==> src/rtl/mtq_pkg.sv <==
package mtq_pkg;

    localparam int STACK_DEPTH_DEF = 16;
    localparam int DATA_W          = 32;

    localparam logic REQ_ENQ = 1'b0;
    localparam logic REQ_DEQ = 1'b1;

    typedef enum logic [1:0] {
        ST_OK    = 2'd0,
        ST_FULL  = 2'd1,
        ST_EMPTY = 2'd2
    } status_t;

    typedef struct packed {
        logic push;
        logic rd;
        logic pop;
    } stk_cmd_t;

    typedef struct packed {
        logic     start;
        stk_cmd_t in_cmd;
        stk_cmd_t out_cmd;
        logic     set_full;
        logic     set_empty;
        logic     take_deq;
        logic     load_res;
    } dp_cmd_t;

    typedef struct packed {
        logic in_empty;
        logic in_full;
        logic in_last;
        logic out_empty;
        logic res_busy;
    } dp_stat_t;

endpackage

==> src/rtl/min_tracking_queue_unit.sv <==
// Queue of signed 32-bit words built from an inbound and an outbound stack, each
// tracking its running minimum; every request returns one result with status,
// the dequeued word, the current minimum and the held count. An enqueue steps
// through S_ENQ and S_RESULT, a dequeue with a non-empty outbound stack through
// S_POP_RD, S_POP_WR and S_RESULT, and a dequeue that refills first repeats
// S_XFER_RD then S_XFER_WR for each inbound word moved across. Each stack memory
// has a single read port with registered read data, so every move is a read
// state then a write state. A finished result waits in the output register, and
// a stalled output holds the block in its result state. Each stack holds
// STACK_DEPTH words; enqueue reports full when the inbound stack is full.
module min_tracking_queue_unit #(
    parameter int STACK_DEPTH = mtq_pkg::STACK_DEPTH_DEF
) (
    input  logic                                      clk,
    input  logic                                      rst_n,
    input  logic                                      req_valid,
    output logic                                      req_stall,
    input  logic                                      req_type,
    input  logic signed [mtq_pkg::DATA_W-1:0]         enq_value,
    output logic                                      res_valid,
    input  logic                                      res_stall,
    output logic        [1:0]                         status,
    output logic signed [mtq_pkg::DATA_W-1:0]         deq_value,
    output logic signed [mtq_pkg::DATA_W-1:0]         min_value,
    output logic                                      min_valid,
    output logic        [$clog2(2*STACK_DEPTH+1)-1:0] held_count
);
    import mtq_pkg::*;

    dp_cmd_t  cmd;
    dp_stat_t stat;

    mtq_ctrl u_ctrl (
        .clk       (clk),
        .rst_n     (rst_n),
        .req_valid (req_valid),
        .req_stall (req_stall),
        .req_type  (req_type),
        .stat      (stat),
        .cmd       (cmd)
    );

    mtq_datapath #(.STACK_DEPTH(STACK_DEPTH)) u_datapath (
        .clk        (clk),
        .rst_n      (rst_n),
        .cmd        (cmd),
        .stat       (stat),
        .enq_value  (enq_value),
        .res_valid  (res_valid),
        .res_stall  (res_stall),
        .status     (status),
        .deq_value  (deq_value),
        .min_value  (min_value),
        .min_valid  (min_valid),
        .held_count (held_count)
    );

endmodule

==> src/rtl/mtq_stack.sv <==
module mtq_stack #(
    parameter int DEPTH = mtq_pkg::STACK_DEPTH_DEF
) (
    input  logic                                   clk,
    input  logic                                   rst_n,
    input  mtq_pkg::stk_cmd_t                      cmd,
    input  logic signed [mtq_pkg::DATA_W-1:0]      push_data,
    output logic        [$clog2(DEPTH+1)-1:0]      depth,
    output logic signed [mtq_pkg::DATA_W-1:0]      top_min,
    output logic signed [mtq_pkg::DATA_W-1:0]      rd_data
);
    import mtq_pkg::*;

    localparam int AW = $clog2(DEPTH);
    localparam int CW = $clog2(DEPTH + 1);
    localparam logic [CW-1:0] FULL_CNT = CW'(DEPTH);

    // running minimum of entries 0..i kept next to each word
    logic signed [DATA_W-1:0] data_mem [DEPTH];
    logic signed [DATA_W-1:0] runmin_mem [DEPTH];

    logic        [CW-1:0]     depth_reg;
    logic        [CW-1:0]     depth_next;
    logic signed [DATA_W-1:0] top_reg;
    logic signed [DATA_W-1:0] rd_data_reg;
    logic signed [DATA_W-1:0] rd_min_reg;
    logic signed [DATA_W-1:0] new_min;
    logic        [CW-1:0]     top_idx;
    logic        [CW-1:0]     below_idx;
    logic        [AW-1:0]     wr_addr;
    logic        [AW-1:0]     rd_addr;
    logic        [AW-1:0]     min_addr;

    assign top_idx   = depth_reg - CW'(1);
    assign below_idx = (depth_reg >= CW'(2)) ? depth_reg - CW'(2) : '0;
    assign wr_addr   = depth_reg[AW-1:0];
    assign rd_addr   = top_idx[AW-1:0];
    assign min_addr  = below_idx[AW-1:0];
    assign new_min   = (depth_reg == '0 || push_data < top_reg) ? push_data : top_reg;

    always_comb
    begin
        depth_next = depth_reg;
        if (cmd.push)
        begin
            depth_next = depth_reg + CW'(1);
        end
        else if (cmd.pop)
        begin
            depth_next = depth_reg - CW'(1);
        end
    end

    always_ff @(posedge clk or negedge rst_n)
    begin
        if (!rst_n)
        begin
            depth_reg <= '0;
        end
        else
        begin
            depth_reg <= depth_next;
        end
    end

    always_ff @(posedge clk)
    begin
        if (cmd.push)
        begin
            data_mem[wr_addr]   <= push_data;
            runmin_mem[wr_addr] <= new_min;
            top_reg             <= new_min;
        end
        else if (cmd.pop)
        begin
            top_reg <= rd_min_reg;
        end
        if (cmd.rd)
        begin
            rd_data_reg <= data_mem[rd_addr];
            rd_min_reg  <= runmin_mem[min_addr];
        end
    end

    assign depth   = depth_reg;
    assign top_min = top_reg;
    assign rd_data = rd_data_reg;

    a_depth_bound: assert property (@(posedge clk) disable iff (!rst_n)
        depth_reg <= FULL_CNT)
        else $error("stack depth beyond capacity");

    a_no_push_full: assert property (@(posedge clk) disable iff (!rst_n)
        cmd.push |-> depth_reg != FULL_CNT)
        else $error("push on full stack");

    a_no_pop_empty: assert property (@(posedge clk) disable iff (!rst_n)
        (cmd.pop || cmd.rd) |-> depth_reg != '0)
        else $error("read or pop on empty stack");

    a_pop_after_rd: assert property (@(posedge clk) disable iff (!rst_n)
        cmd.pop |-> $past(cmd.rd))
        else $error("pop without preceding read");

endmodule

==> src/rtl/mtq_datapath.sv <==
module mtq_datapath #(
    parameter int STACK_DEPTH = mtq_pkg::STACK_DEPTH_DEF
) (
    input  logic                                          clk,
    input  logic                                          rst_n,
    input  mtq_pkg::dp_cmd_t                              cmd,
    output mtq_pkg::dp_stat_t                             stat,
    input  logic signed [mtq_pkg::DATA_W-1:0]             enq_value,
    output logic                                          res_valid,
    input  logic                                          res_stall,
    output logic        [1:0]                             status,
    output logic signed [mtq_pkg::DATA_W-1:0]             deq_value,
    output logic signed [mtq_pkg::DATA_W-1:0]             min_value,
    output logic                                          min_valid,
    output logic        [$clog2(2*STACK_DEPTH+1)-1:0]     held_count
);
    import mtq_pkg::*;

    localparam int CW = $clog2(STACK_DEPTH + 1);
    localparam int HW = $clog2(2 * STACK_DEPTH + 1);
    localparam logic [CW-1:0] FULL_CNT = CW'(STACK_DEPTH);

    logic        [CW-1:0]     in_depth;
    logic        [CW-1:0]     out_depth;
    logic signed [DATA_W-1:0] in_top;
    logic signed [DATA_W-1:0] out_top;
    logic signed [DATA_W-1:0] in_rd;
    logic signed [DATA_W-1:0] out_rd;

    logic signed [DATA_W-1:0] value_reg;
    status_t                  status_reg;
    status_t                  status_next;
    logic signed [DATA_W-1:0] deq_reg;

    logic                     res_valid_reg;
    logic                     res_valid_next;
    status_t                  res_status_reg;
    logic signed [DATA_W-1:0] res_deq_reg;
    logic signed [DATA_W-1:0] res_min_reg;
    logic                     res_min_ok_reg;
    logic        [HW-1:0]     res_count_reg;

    logic                     in_ok;
    logic                     out_ok;
    logic signed [DATA_W-1:0] cur_min;

    mtq_stack #(.DEPTH(STACK_DEPTH)) u_in_stack (
        .clk       (clk),
        .rst_n     (rst_n),
        .cmd       (cmd.in_cmd),
        .push_data (value_reg),
        .depth     (in_depth),
        .top_min   (in_top),
        .rd_data   (in_rd)
    );

    mtq_stack #(.DEPTH(STACK_DEPTH)) u_out_stack (
        .clk       (clk),
        .rst_n     (rst_n),
        .cmd       (cmd.out_cmd),
        .push_data (in_rd),
        .depth     (out_depth),
        .top_min   (out_top),
        .rd_data   (out_rd)
    );

    assign in_ok  = (in_depth != '0);
    assign out_ok = (out_depth != '0);

    always_comb
    begin
        if (in_ok && out_ok)
        begin
            cur_min = (out_top < in_top) ? out_top : in_top;
        end
        else if (in_ok)
        begin
            cur_min = in_top;
        end
        else if (out_ok)
        begin
            cur_min = out_top;
        end
        else
        begin
            cur_min = '0;
        end
    end

    always_comb
    begin
        status_next = status_reg;
        if (cmd.set_empty)
        begin
            status_next = ST_EMPTY;
        end
        else if (cmd.set_full)
        begin
            status_next = ST_FULL;
        end
        else if (cmd.start)
        begin
            status_next = ST_OK;
        end
    end

    always_comb
    begin
        res_valid_next = res_valid_reg && res_stall;
        if (cmd.load_res)
        begin
            res_valid_next = 1'b1;
        end
    end

    always_ff @(posedge clk or negedge rst_n)
    begin
        if (!rst_n)
        begin
            res_valid_reg <= 1'b0;
        end
        else
        begin
            res_valid_reg <= res_valid_next;
        end
    end

    always_ff @(posedge clk)
    begin
        status_reg <= status_next;
        if (cmd.start)
        begin
            value_reg <= enq_value;
        end
        if (cmd.take_deq)
        begin
            deq_reg <= out_rd;
        end
        else if (cmd.start)
        begin
            deq_reg <= '0;
        end
        if (cmd.load_res)
        begin
            res_status_reg <= status_reg;
            res_deq_reg    <= deq_reg;
            res_min_reg    <= cur_min;
            res_min_ok_reg <= in_ok || out_ok;
            res_count_reg  <= HW'(in_depth) + HW'(out_depth);
        end
    end

    assign stat.in_empty  = !in_ok;
    assign stat.in_full   = (in_depth == FULL_CNT);
    assign stat.in_last   = (in_depth == CW'(1));
    assign stat.out_empty = !out_ok;
    assign stat.res_busy  = res_valid_reg && res_stall;

    assign res_valid  = res_valid_reg;
    assign status     = res_status_reg;
    assign deq_value  = res_deq_reg;
    assign min_value  = res_min_reg;
    assign min_valid  = res_min_ok_reg;
    assign held_count = res_count_reg;

    a_load_free: assert property (@(posedge clk) disable iff (!rst_n)
        cmd.load_res |-> !(res_valid_reg && res_stall))
        else $error("result overwritten while stalled");

    a_xfer_pair: assert property (@(posedge clk) disable iff (!rst_n)
        cmd.out_cmd.push |-> cmd.in_cmd.pop)
        else $error("refill push without inbound pop");

    a_count_bound: assert property (@(posedge clk) disable iff (!rst_n)
        (HW'(in_depth) + HW'(out_depth)) <= HW'(2 * STACK_DEPTH))
        else $error("held count beyond capacity");

endmodule

==> src/rtl/mtq_ctrl.sv <==
module mtq_ctrl (
    input  logic              clk,
    input  logic              rst_n,
    input  logic              req_valid,
    output logic              req_stall,
    input  logic              req_type,
    input  mtq_pkg::dp_stat_t stat,
    output mtq_pkg::dp_cmd_t  cmd
);
    import mtq_pkg::*;

    typedef enum logic [6:0] {
        S_IDLE    = 7'b0000001,
        S_ENQ     = 7'b0000010,
        S_XFER_RD = 7'b0000100,
        S_XFER_WR = 7'b0001000,
        S_POP_RD  = 7'b0010000,
        S_POP_WR  = 7'b0100000,
        S_RESULT  = 7'b1000000
    } state_t;

    state_t state_reg;
    state_t state_next;

    always_comb
    begin
        state_next = state_reg;
        cmd        = '0;
        case (state_reg)
            S_IDLE:
            begin
                if (req_valid)
                begin
                    cmd.start = 1'b1;
                    if (req_type == REQ_ENQ)
                    begin
                        state_next = S_ENQ;
                    end
                    else if (!stat.out_empty)
                    begin
                        state_next = S_POP_RD;
                    end
                    else if (!stat.in_empty)
                    begin
                        state_next = S_XFER_RD;
                    end
                    else
                    begin
                        cmd.set_empty = 1'b1;
                        state_next    = S_RESULT;
                    end
                end
            end
            S_ENQ:
            begin
                if (stat.in_full)
                begin
                    cmd.set_full = 1'b1;
                end
                else
                begin
                    cmd.in_cmd.push = 1'b1;
                end
                state_next = S_RESULT;
            end
            S_XFER_RD:
            begin
                cmd.in_cmd.rd = 1'b1;
                state_next    = S_XFER_WR;
            end
            S_XFER_WR:
            begin
                cmd.in_cmd.pop   = 1'b1;
                cmd.out_cmd.push = 1'b1;
                state_next       = stat.in_last ? S_POP_RD : S_XFER_RD;
            end
            S_POP_RD:
            begin
                cmd.out_cmd.rd = 1'b1;
                state_next     = S_POP_WR;
            end
            S_POP_WR:
            begin
                cmd.out_cmd.pop = 1'b1;
                cmd.take_deq    = 1'b1;
                state_next      = S_RESULT;
            end
            S_RESULT:
            begin
                if (!stat.res_busy)
                begin
                    cmd.load_res = 1'b1;
                    state_next   = S_IDLE;
                end
            end
            default:
            begin
                state_next = S_IDLE;
            end
        endcase
    end

    always_ff @(posedge clk or negedge rst_n)
    begin
        if (!rst_n)
        begin
            state_reg <= S_IDLE;
        end
        else
        begin
            state_reg <= state_next;
        end
    end

    assign req_stall = (state_reg != S_IDLE);

    a_onehot: assert property (@(posedge clk) disable iff (!rst_n)
        $onehot(state_reg))
        else $error("state register not one-hot");

    a_result_next: assert property (@(posedge clk) disable iff (!rst_n)
        (state_reg == S_ENQ || state_reg == S_POP_WR) |=> state_reg == S_RESULT)
        else $error("operation did not reach result");

    a_refill_start: assert property (@(posedge clk) disable iff (!rst_n)
        (state_reg == S_XFER_RD && $past(state_reg) == S_IDLE) |->
            (stat.out_empty && !stat.in_empty))
        else $error("refill with outbound not empty");

endmodule
==> config.mk <==
export PLATFORM = sky130hd
export DESIGN_NAME = min_tracking_queue_unit
export DESIGN_NICKNAME = d
export VERILOG_FILES = /design/src/rtl/mtq_pkg.sv /design/src/rtl/min_tracking_queue_unit.sv /design/src/rtl/mtq_stack.sv /design/src/rtl/mtq_datapath.sv /design/src/rtl/mtq_ctrl.sv
export SDC_FILE = /design/constraint.sdc
export NUM_CORES = 2
export LEC_CHECK = 0
export BUFFER_PORTS_ARGS = -buffer_cell sky130_fd_sc_hd__buf_2
export CORE_AREA = 2 2 442 444
export DETAILED_ROUTE_END_ITERATION = 8
export DIE_AREA = 0 0 444 446
export PLACE_DENSITY = 0.69
export SETUP_SLACK_MARGIN = 0.4
export SYNTH_ARGS = -nofsm -noshare
export SYNTH_HDL_FRONTEND = slang
export SYNTH_SLANG_ARGS = --single-unit
==> constraint.sdc <==
create_clock -name clk -period 7.5 [get_ports clk]
set_input_delay 1.125 -clock clk [delete_from_list [all_inputs] [get_ports clk]]
set_output_delay 1.125 -clock clk [all_outputs]
set_load 0.1 [all_outputs]
* Yosys cells after proc, flatten, opt, wreduce, memory -nomap -nowiden
Memory sizes are Yosys's and may differ from the RTL's. A register that Yosys moved wholly into a read port is not among the register bits. Index checks and enable logic that the tools add are counted.
Word-level totals: bits of input ports 37, bits in registers 221, memories 4, memory bits (writable) 2048, logic and storage cells 106
Memory list:
- u_datapath.u_in_stack.data_mem | depth 16, width 32, rd ports 1, clocked after memory_dff 1, wr ports 1, line mtq_stack.sv:19 | logic signed [DATA_W-1:0] data_mem [DEPTH];
- u_datapath.u_in_stack.runmin_mem | depth 16, width 32, rd ports 1, clocked after memory_dff 1, wr ports 1, line mtq_stack.sv:20 | logic signed [DATA_W-1:0] runmin_mem [DEPTH];
- u_datapath.u_out_stack.data_mem | depth 16, width 32, rd ports 1, clocked after memory_dff 1, wr ports 1, line mtq_stack.sv:19
- u_datapath.u_out_stack.runmin_mem | depth 16, width 32, rd ports 1, clocked after memory_dff 1, wr ports 1, line mtq_stack.sv:20
Cells by class: magnitude comparators 5, add/subtract/negate cells 7, equality and inequality tests 12, reduce and logical (&&, ||, !) cells 15, mux-type cells 49
Operator list (count):
- 32-bit two-way mux | 12
- 32-bit less-than comparator | 3
- 7-bit one-hot mux with 6 select lines | 1
- 7-bit two-way mux | 5
- 5-bit two-way mux | 5
- 1-bit two-way mux | 21
- 5-bit by 1-bit adder with 5-bit output (second input constant) | 2
- 5-bit by 2-bit >= comparator with 1-bit output (second input constant) | 2
- 5-bit logical NOT | 2
- 5-bit nonzero test | 2
- 5-bit by 1-bit subtractor with 5-bit output (second input constant) | 2
- 4-bit two-way mux | 2
- 2-bit nonzero test | 4
- 4-bit by 2-bit subtractor with 4-bit output (second input constant) | 2
- 7-bit by 1-bit equality test with 1-bit output (second input constant) | 1
- 7-bit by 2-bit equality test with 1-bit output (second input constant) | 1
- 7-bit by 3-bit equality test with 1-bit output (second input constant) | 1
- 7-bit by 4-bit equality test with 1-bit output (second input constant) | 1
- 7-bit by 5-bit equality test with 1-bit output (second input constant) | 1
- 7-bit by 6-bit equality test with 1-bit output (second input constant) | 1
- 7-bit equality test (second input constant) | 1
- 7-bit by 1-bit inequality test with 1-bit output (second input constant) | 1
- 5-bit by 5-bit adder with 6-bit output | 1
- 2-bit two-way mux | 3
- other kinds (7) | 11

* Depth between registers and ports, before layout
word-level depth 6, depth in mapped cells 15

* Cells and area by module
From an unflattened synthesis, not the netlist that was laid out.
Unflattened totals: cell total of the unflattened synthesis 5510, area total of the unflattened synthesis 97337.1 um^2
Modules (own cells, without submodules):
- mtq_stack at u_datapath.u_in_stack | area each 45347.2 um^2, cells an instance 2548, sequential area each 33757.4 um^2, times used 1
- mtq_stack at u_datapath.u_out_stack | area each 44823.0 um^2, cells an instance 2381, sequential area each 33757.4 um^2, times used 1
- mtq_datapath | area each 6621.4 um^2, cells an instance 519, sequential area each 4179.0 um^2, times used 1
- mtq_ctrl | area each 545.5 um^2, cells an instance 62, sequential area each 176.4 um^2, times used 1

* Worst setup path after synthesis
OpenSTA, ideal clock, no wires.
path type register to register, from reg u_datapath.u_in_stack.depth_reg[0] (netlist: u_datapath.u_in_stack.depth[0]), to mem u_datapath.u_in_stack.data_mem[8][0], enable pin, period minus slack after synthesis 6738 ps, required time 6922 ps, buffers on the path 4, setup time 578 ps, arrival time 6160 ps, cell stages (with the launch flop) 8, setup slack 762 ps, cell sequence dfrtp_1 > buf_2 > buf_2 > clkbuf_1 > buf_2 > inv_1 > ha_1 > nor3b_1
Between the ends: word-level cells in the longest chain between the ends 5
RTL lines:
- from (decl) | line mtq_stack.sv:22 | logic [CW-1:0] depth_reg;
- from (signal assigned) | line mtq_stack.sv:62 | depth_reg <= depth_next;
- 5-bit equality test | line mtq_datapath.sv:154 | assign stat.in_full = (in_depth == FULL_CNT);
- 1-bit two-way mux | line mtq_ctrl.sv:56 | if (stat.in_full)
- 1-bit two-way mux | line mtq_ctrl.sv:29 | case (state_reg)
- 1-bit two-way mux | line mtq_stack.sv:68 | if (cmd.push)
- 1-bit two-way mux (not written as such) | line mtq_stack.sv:70 | data_mem[wr_addr] <= push_data;
- to (decl) | line mtq_stack.sv:19
Several ways; a longest one is shown, not always the timed one.

* Worst setup path in the final report
from reg u_datapath.u_in_stack.rd_data_reg[25] (netlist: u_datapath.u_in_stack.rd_data[25]) (read register of u_datapath.u_in_stack.data_mem), to mem u_datapath.u_out_stack.runmin_mem[5][5] (data pin)
Between the ends: word-level cells in the longest chain between the ends 3
RTL lines:
- from (decl) | line mtq_stack.sv:25 | logic signed [DATA_W-1:0] rd_data_reg;
- 32-bit less-than comparator | line mtq_stack.sv:39 | assign new_min = (depth_reg == '0 || push_data < top_reg) ? push_data : top_reg;
- 1-bit logical OR | line mtq_stack.sv:39
- 32-bit two-way mux | line mtq_stack.sv:39
- net u_datapath.u_out_stack.new_min[5] | line mtq_stack.sv:27 | logic signed [DATA_W-1:0] new_min;
- to (decl) | line mtq_stack.sv:20
The timed path passes the listed nets, and every way through them passes these cells.

==> flow_metrics.tcl <==
set metrics [dict create \
    outcome "finished, final reports clean" \
    slowest_stage "nand2_2" \
    synth_area_per_cell_um2 18.5 \
    syn_area_mm2 0.0960 \
    nFillCells 14400 \
    crit_path_end_kind "register" \
    holdBufCountCts 0 \
    clock_latency_ns 0.92 \
    path_max_fanout 32 \
    critPathMaxStageDelay_ns 1.00 \
    post-route-period-util_pct 68.7 \
    crit_path_start_kind "register" \
    firstDrtPassIters 6 \
    max_freq_mhz 194 \
    root_buffer "clkbuf_16" \
    die_area_mm2 0.198 \
    nNetsFinal 5461 \
    pwr-share-clk_pct 26.2 \
    synth_warnings 0 \
    worstMarginPinSlew_ns 1.29 \
    hp-class "input pin to asynchronous set/reset pin" \
    core_mm2 0.194 \
    chipWidth_um 444 \
    p_int_uw 28400 \
    grt_pass1_vias 50100 \
    multi_input_area_mm2 0.0229 \
    cp_cell_sequence "ha_1 -> a21o_1 -> a21o_1 -> a21oi_1 -> o21a_1 -> nand2_2 -> mux2_1 -> nor2_1" \
    vias 49900 \
    pin_count 112 \
    yosysUniqueCellTypes 73 \
    hold_viol 0 \
    setup_viol 0 \
    drt-vias-per-instance 6.20 \
    yosysTopAreaCell "edfxtp_1" \
    p_switching_uw 14000 \
    p_leak_uw 0.0342 \
    startpoint "u_datapath.u_in_stack.rd_data[25]$_DFFE_PP_" \
    clkSinkCount 2397 \
    synth_common_cells "edfxtp_1, nand2_1, mux4_2" \
    dp.cells 7621 \
    clk_path_buf_depth 3 \
    finClkSkew_ns 0.0770 \
    fin_setup_tns_ns 0 \
    synth_ff_type "edfxtp_1" \
    post_cts_resized 0 \
    grt_pass1_wl_um 341000 \
    min_period_ns 5.15 \
    crit_top_cell "a21o_1" \
    stdcell_count 8045 \
    wl_per_cell_um 29.2 \
    synth-edff-count 2377 \
    cts_tree "done" \
    drt-total-wl_um 235000 \
    place_ws_ns 2.52 \
    ys_seq_area_share_pct 74.9 \
    antenna_found_initial 2 \
    place_congestion 0.819 \
    numCtsBuffers 228 \
    synth_area_leaders "edfxtp_1, mux4_2, mux2_2, nand2_1, ha_1" \
    syn_nets 5327 \
    async_reset_ff_share_pct 0.751 \
    io_buffers 111 \
    crit_arrival_ns 5.69 \
    path_buf_inv 0 \
    synth.most_common_cell "edfxtp_1" \
    grt_usage_pct 23.7 \
    layout-drive-gt1-share_pct 21.0 \
    postCtsSetupRepairBufs 0 \
    rsz0062_at_grt "false" \
    syn_inst 5175 \
    ir_worst_vdd_mv 0.505 \
    synth_seq_cells 2397 \
    fin_ws_ns 2.35 \
    dpl.hpwl_um 123000 \
    synthToLayoutAreaGrowth_pct 11.4 \
    gr-total-overflow 0 \
    drt.antenna.violating_nets 0 \
    slew_headroom_pct 14.0 \
    htree_levels 4 \
    path_class "register to register" \
    fp.dieH_um 446 \
    drcViolationCount 0 \
    path_delay_family "simple AND/OR/NAND/NOR gates" \
    pwr-share-comb_pct 31.7 \
    start_util_pct 49.6 \
    register_area_mm2 0.0719 \
    first_iter_violations 5645 \
    cap_violations 0 \
    required_ns 8.03 \
    p_sw_share_pct 33.0 \
    r2r_start "u_datapath.u_in_stack.rd_data[25]$_DFFE_PP_" \
    p_per_area_mw_per_mm2 396 \
    synth_top_area_share_pct 74.4 \
    rows 162 \
    seq_power_share_pct 42.1 \
    clkTransAtPathRegs_ns 0.06 \
    grt_max_degree 132 \
    drv_slew 0 \
]
stage by stage:
| stage | hold slack [ns] | power, uW | area, um^2 | util [%] |
|---|---|---|---|---|
| 2_1_floorplan | 0.400 | 27300 | 96000 | - |
| 5_1_grt | 0.164 | 44000 | 107000 | 55.2 |
| 3_3_place_gp | 0.402 | 31200 | 99600 | 51.5 |
| 3_5_place_dp | 0.405 | 31500 | 99600 | 51.5 |
| 6_report | 0.168 | 42300 | 107000 | 55.2 |
| 4_1_cts | 0.127 | 42500 | 107000 | 55.2 |
path summary, 6_finish.rpt:
| check | endpoint | slack [ns] | cells after the start |
|---|---|---|---|
| worst min register to register | u_datapath.deq_value[25]$_DFFE_PP_ | 0.38 | 0 |
| max in group asynchronous | u_datapath.u_in_stack.depth[0]$_DFFE_PN0P_ | 6.96 | 1 |
| min in group clk | u_datapath.value_reg[15]$_DFFE_PP_ | 0.38 | 1 |
| worst min-delay path | u_datapath.res_valid$_DFF_PN0_ | 0.17 | 1 |
| worst max register to register | u_datapath.u_out_stack.runmin_mem[5][5]$_DFFE_PP_ | 2.35 | 8 |
| worst max-delay path | u_datapath.u_out_stack.runmin_mem[5][5]$_DFFE_PP_ | 2.35 | 8 |
power by group through the flow:
stage | logic [uW] | registers, uW | clock network (uW)
after floorplan | 9550 | 17800 | 0
after detailed placement | 13400 | 18100 | 0
final | 13400 | 17800 | 11100
after global placement | 13200 | 18000 | 0
after global routing | 14400 | 17900 | 11800
after CTS | 13400 | 17800 | 11200
routing by layer:
layer | vias to the layer above | wire length (um) | GRT usage (%)
met4 | 2 | 9330 | 9.57
met3 | 424 | 16400 | 3.25
met2 | 2197 | 118000 | 40.2
met5 | - | 13 | 0
met1 | 26100 | 91300 | 31.0
li1 | 21100 | - | -
cell usage in the layout, fill, tap and decap left out, drive strengths merged, types with 13 or more instances in the layout:
master,instances
o31ai,130
buf,211
nand4,13
o22ai,36
inv,80
clkinv,121
o22a,32
mux2,224
ha,114
clkinvlp,15
clkbuf,268
nor2b,34
a21o,20
o311ai,32
dfrtp,17
a311oi,32
nand2,456
bufinv,13
a211oi,163
a31oi,102
a21oi,60
mux2i,129
o21ai,45
and2,175
edfxtp,2377
a22o,31
mux4,352
nor2,98
cells by family after synthesis:
group,after synthesis,synth area share [%]
flops,2397,74.9
simple gates,846,4.10
compound gates,715,5.36
mux,705,12.4
buf+inv,383,1.65
fa+ha+maj,115,1.51
xor+xnor,14,0.128
layout make-up:
cell class | count | share of cell area, %
sequential | 2397 | 67.2
multi-input combinational | 2395 | 21.4
clock buffer | 268 | 5.48
tap | 2542 | 2.97
clock inverter | 153 | 1.34
timing repair buffer | 211 | 1.30
inverter | 76 | 0.269
antenna | 3 | 0.00702
worst reg2reg max path, cell delays in order, from the launching register on:
cell and delay (ns):
edfxtp_1 0.81, ha_1 0.37, a21o_1 0.16, a21o_1 0.16, a21oi_1 0.14, o21a_1 0.76
nand2_2 1.01, mux2_1 0.67, nor2_1 0.71
No activity file was read; power rests on OpenSTA's default activity.
